## config.mk

```make
export PLATFORM = sky130hd
export DESIGN_NAME = tomq_front
export DESIGN_NICKNAME = d
export VERILOG_FILES = /design/src/tomq_pkg.sv /design/src/tomq_front.sv
export SDC_FILE = /design/constraint.sdc
export NUM_CORES = 1
export LEC_CHECK = 0
export BUFFER_PORTS_ARGS = -buffer_cell sky130_fd_sc_hd__buf_2
export CAP_MARGIN = 30
export CORE_ASPECT_RATIO = 0.8
export CORE_UTILIZATION = 23
export DETAILED_ROUTE_END_ITERATION = 16
export SETUP_SLACK_MARGIN = 0.5
export SLEW_MARGIN = 10
export SYNTH_ARGS = -nofsm -noshare
export SYNTH_HDL_FRONTEND = slang
export SYNTH_SLANG_ARGS = --single-unit
```

## constraint.sdc

```tcl
create_clock -name clk -period 2.45 [get_ports clk]
set_input_delay 0.49 -clock clk [delete_from_list [all_inputs] [get_ports clk]]
set_output_delay 0.49 -clock clk [all_outputs]
set_load 0.005 [all_outputs]
```

## src/tomq_pkg.sv

```systemverilog
`default_nettype none
package tomq_pkg;

	localparam int NUM_PRODUCERS = 8;
	localparam int FIFO_DEPTH    = 16;
	localparam int DATA_WIDTH    = 32;

	// port widths fixed by the interface
	localparam int PID_W    = 3;
	localparam int WORD_W   = 32;
	localparam int STATUS_W = 2;
	localparam int ENABLE_W = 8;
	localparam int SLOTS    = 8;   // leaves of the head-stamp compare tree

	localparam int STAMP_W   = 64;
	localparam int PROD_W    = (NUM_PRODUCERS > 1) ? $clog2(NUM_PRODUCERS) : 1;
	localparam int PTR_W     = (FIFO_DEPTH > 1) ? $clog2(FIFO_DEPTH) : 1;
	localparam int CNT_W     = $clog2(FIFO_DEPTH + 1);
	localparam int ADDR_W    = PROD_W + PTR_W;
	localparam int MEM_DEPTH = NUM_PRODUCERS << PTR_W;

	localparam logic REQ_ENQ = 1'b0;
	localparam logic REQ_DEQ = 1'b1;

	localparam logic [STATUS_W-1:0] STATUS_DONE  = 2'd0;
	localparam logic [STATUS_W-1:0] STATUS_EMPTY = 2'd1;
	localparam logic [STATUS_W-1:0] STATUS_FULL  = 2'd2;

	typedef enum logic [1:0] {
		CMD_ENQ,
		CMD_DEQ,
		CMD_REJECT
	} cmd_kind_t;

	typedef struct packed {
		cmd_kind_t          kind;
		logic [PID_W-1:0]   pid;
		logic [WORD_W-1:0]  data;
	} cmd_t;

	typedef struct packed {
		logic               vld;
		logic [PID_W-1:0]   idx;
		logic [STAMP_W-1:0] stamp;
	} cand_t;

	// older of two candidates; the left one wins a tie
	function automatic cand_t pick_older(input cand_t a, input cand_t b);
		cand_t r;
		if (b.vld && (!a.vld || (b.stamp < a.stamp)))
			r = b;
		else
			r = a;
		return r;
	endfunction

endpackage
`default_nettype wire

```

## src/tomq_front.sv

```systemverilog
`default_nettype none
module tomq_front import tomq_pkg::*; (
	input  wire logic              clk,
	input  wire logic              arst_n,
	input  wire logic              in_valid,
	output      logic              in_ready,
	input  wire logic              req_type,
	input  wire logic [PID_W-1:0]  producer_id,
	input  wire logic [WORD_W-1:0] data_in,
	output      logic              cmd_valid,
	input  wire logic              cmd_ready,
	output      cmd_t              cmd
);

	cmd_t       buf_q [2];
	logic       wr_ptr_q;
	logic       rd_ptr_q;
	logic [1:0] cnt_q;
	cmd_t       cls;
	logic       push;
	logic       pop;

	// classify the request on the way in
	always_comb begin
		cls.pid  = producer_id;
		cls.data = data_in;
		if (req_type == REQ_DEQ)
			cls.kind = CMD_DEQ;
		else if ({1'b0, producer_id} >= (PID_W + 1)'(NUM_PRODUCERS))
			cls.kind = CMD_REJECT;
		else
			cls.kind = CMD_ENQ;
	end

	assign in_ready  = (cnt_q != 2'd2);
	assign cmd_valid = (cnt_q != 2'd0);
	assign cmd       = buf_q[rd_ptr_q];
	assign push      = in_valid && in_ready;
	assign pop       = cmd_valid && cmd_ready;

	always_ff @(posedge clk or negedge arst_n) begin
		if (!arst_n) begin
			wr_ptr_q <= 1'b0;
			rd_ptr_q <= 1'b0;
			cnt_q    <= 2'd0;
		end else begin
			if (push)
				wr_ptr_q <= ~wr_ptr_q;
			if (pop)
				rd_ptr_q <= ~rd_ptr_q;
			if (push && !pop)
				cnt_q <= cnt_q + 2'd1;
			else if (pop && !push)
				cnt_q <= cnt_q - 2'd1;
		end
	end

	always_ff @(posedge clk) begin
		if (push)
			buf_q[wr_ptr_q] <= cls;
	end

endmodule
`default_nettype wire

```

==> results.ini <==
[run_status]
status = complete, no violations

[cts]
clockBufferDepth = 2
numCtsBuffers = 9
insertion_delay_ns = 0.33
htreeDepth = 3
path_clk_slew_ns = 0.06
cts_tree = built
cts_root_buf = clkbuf_16
cts_num_sinks = 76

[placed_design]
dp.final_hpwl_mm = 3.46
place_ws_ns = 0.771
place_congestion = 0.639
io_buffers = 77

[cells_and_area]
drive_above_1_share_pct = 60.4
regArea_um2 = 2260
finish.utilization_pct = 33.9
n_fill_cell = 1206
fin_nets = 271
diodes = 0
multi_input_area_um2 = 617
synthToLayoutAreaGrowth_pct = 41.5

[yosys]
syn-num-nets = 173
avgSynthCellArea_um2 = 22.4
yosysTopAreaCellShare_pct = 73.2
post-synth-top-area-cell = edfxtp_1
synth.distinct_cells = 17
ys_ff_latch = 76
yosysWarnings = 0
synthCells = 132
yosys-top-cells-area = edfxtp_1 73%, mux2_4 15%, dfrtp_1 3.4%, mux2_2 2.7%, buf_12 2.0%
netlist_area_um2 = 2950
yosysSeqAreaShare_pct = 76.6

[timing]
setup_tns_ns = 0
finalCriticalPeriod_ns = 1.99
fmax_mhz = 502
worst_pin_slew_ns = 0.517
setup_viol = 0
hold_ws_ns = 0.344
drv_slew = 0
worst_slack_ns = 0.460
finClkSkew_ns = 0.00287
hold_violations = 0
slew_headroom_pct = 65.6
grt_setup_unrepaired = yes
fin_crit_sh_pct = 81.2

[power]
p_int_w = 0.00396
switchingPower_w = 0.00135
clkPwrFrac_pct = 27.5
power_leakage_nw = 1.66
sw_frac_of_total_pct = 25.4
sequentialPowerShare_pct = 35.5
powerDensity_nw_per_um2 = 1270
power_frac_comb_pct = 37.0
irDropWorstVdd_mv = 0.530

[floorplanning]
rows = 36
die-area_um2 = 13300
die_height_um = 103
die_x_um = 129
coreArea_um2 = 12300
start_util_pct = 23.9
io_pins = 79

[global_routing]
antenna_found_initial = 0
first_global_vias = 1589
grt_first_pass_wirelength_mm = 8.85
grt_overflow_total = 0
grt_max_degree = 20
grt_usage_pct = 9.81

[worst_hold_path]
worstHoldStart = data_in[27]
hp-class = input pin to register

[drt]
dr_total_vias = 1534
wire_per_inst_um = 14.9
wl_mm = 6.04
drt-initial-drc-count = 38
drc = 0
firstDrtPassIters = 5
vias_per_cell = 3.78
ant_nets = 0

[worst_setup_path]
cp.arrival_ns = 1.50
startpoint = rd_ptr_q$_DFFE_PN0P_
end_kind = primary output
path_class = register to primary output
cp_cell_sequence = bufbuf_16 -> mux2_4 -> buf_2
cp.required_ns = 1.96
path_delay_family = flip-flops
worst-path-buf-inv = 2
worstPathMaxFanout = 9
slowest_stage = dfrtp_2
critPathLaunchType = register
cp_slowest_stage_delay_ns = 0.43
r2r_start = cnt_q[0]$_DFFE_PN0P_

[run]
drv_cap = 0

-- timing repair --
action | CTS | global route
hold endpoints to repair | 4 | 0
cloned | 5 | 0
setup buffers | 5 | 0
resized for setup | 14 | 7
endpoints found under the setup margin | 36 | 36
hold buffers | 1 | 0
-- final timing paths --
check | endpoint | slack, ns | cells past startpoint
min in group asynchronous | wr_ptr_q$_DFFE_PN0P_ | 0.50 | 2
worst min-delay path | buf_q[0][27]$_DFFE_PP_ | 0.34 | 1
max in group asynchronous | rd_ptr_q$_DFFE_PN0P_ | 1.82 | 2
worst max register to register | buf_q[1][28]$_DFFE_PP_ | 0.82 | 3
worst max-delay path | cmd[12] | 0.46 | 3
worst min register to register | cnt_q[1]$_DFFE_PN0P_ | 0.49 | 1
-- state kept, by name, summed over array words and instances, names as in the netlist --
signal / count
buf_q: 72
cnt_q: 2
rd_ptr_q: 1
wr_ptr_q: 1
-- cell usage after synthesis --
master and instances:
inv_1 1, nand2b_1 1, dfrtp_1 4, edfxtp_1 72, mux2_2 7, nand2_1 2
and3_1 1, ha_1 1, or2_1 1, nor2_1 2, xor2_1 2, xnor2_1 3
buf_12 3, mux2_4 29, conb_1 1, buf_4 1, buf_6 1
-- cell type report --
type | instances | area share [%]
timing repair buffer | 92 | 17.9
tap | 171 | 5.12
clock buffer | 9 | 5.39
multi-input combinational | 50 | 14.8
clock inverter | 7 | 2.52
sequential | 76 | 54.2
inverter | 1 | 0.0898
-- power groups by stage --
stage               registers (W)  logic (W)  clock network [W]
floorplan                 0.00188   0.000980                  0
global route              0.00191    0.00212            0.00155
CTS                       0.00189    0.00195            0.00151
detailed placement        0.00191    0.00141                  0
finish                    0.00188    0.00196            0.00146
global placement          0.00189    0.00138                  0
-- layout by cell type, fill, tap and decap left out, drive strengths merged --
cell type,n
buf,90
edfxtp,72
mux2,36
clkbuf,9
clkinv,4
dfrtp,4
xnor2,3
bufinv,3
nand2,2
xor2,2
nor2,2
nand2b,1
inv,1
or2,1
and3,1
ha,1
conb,1
bufbuf,1
dlygate4sd3,1
-- worst register-to-register path, cell delays in order, from the launching register on --
cell and delay, ns:
dfrtp_1 0.40, nand2b_1 0.15, and3_2 0.53, buf_12 0.24
-- per-layer routing --
metal / GRT usage (%) / wire (um) / part of all wire, %
met5: 0 / 0 / 0
met4: 4.07 / 62 / 1.0
met3: 4.37 / 395 / 6.5
met2: 15.6 / 2820 / 47
met1: 11.7 / 2760 / 46
-- kinds of logic (layout without fill, tap and decap cells) --
family        Yosys count  in the layout  synth area share (%)
flops                  76             76                  76.6
fa+ha+maj               1              1                 0.424
buf+inv                 6            109                  2.80
mux                    36             36                  17.4
xor+xnor                5              5                  1.48
simple gates            7              7                  1.14
other cells             1              1                 0.127
-- per-stage QoR --
step                power, W  instances  instance area, um2
floorplan            0.00286        132                2960
global placement     0.00328        379                3540
detailed placement   0.00331        379                3540
CTS                  0.00535        406                4130
global route         0.00557        406                4180
finish               0.00530        406                4180
Note: power is estimated with default switching activity, not from simulation.
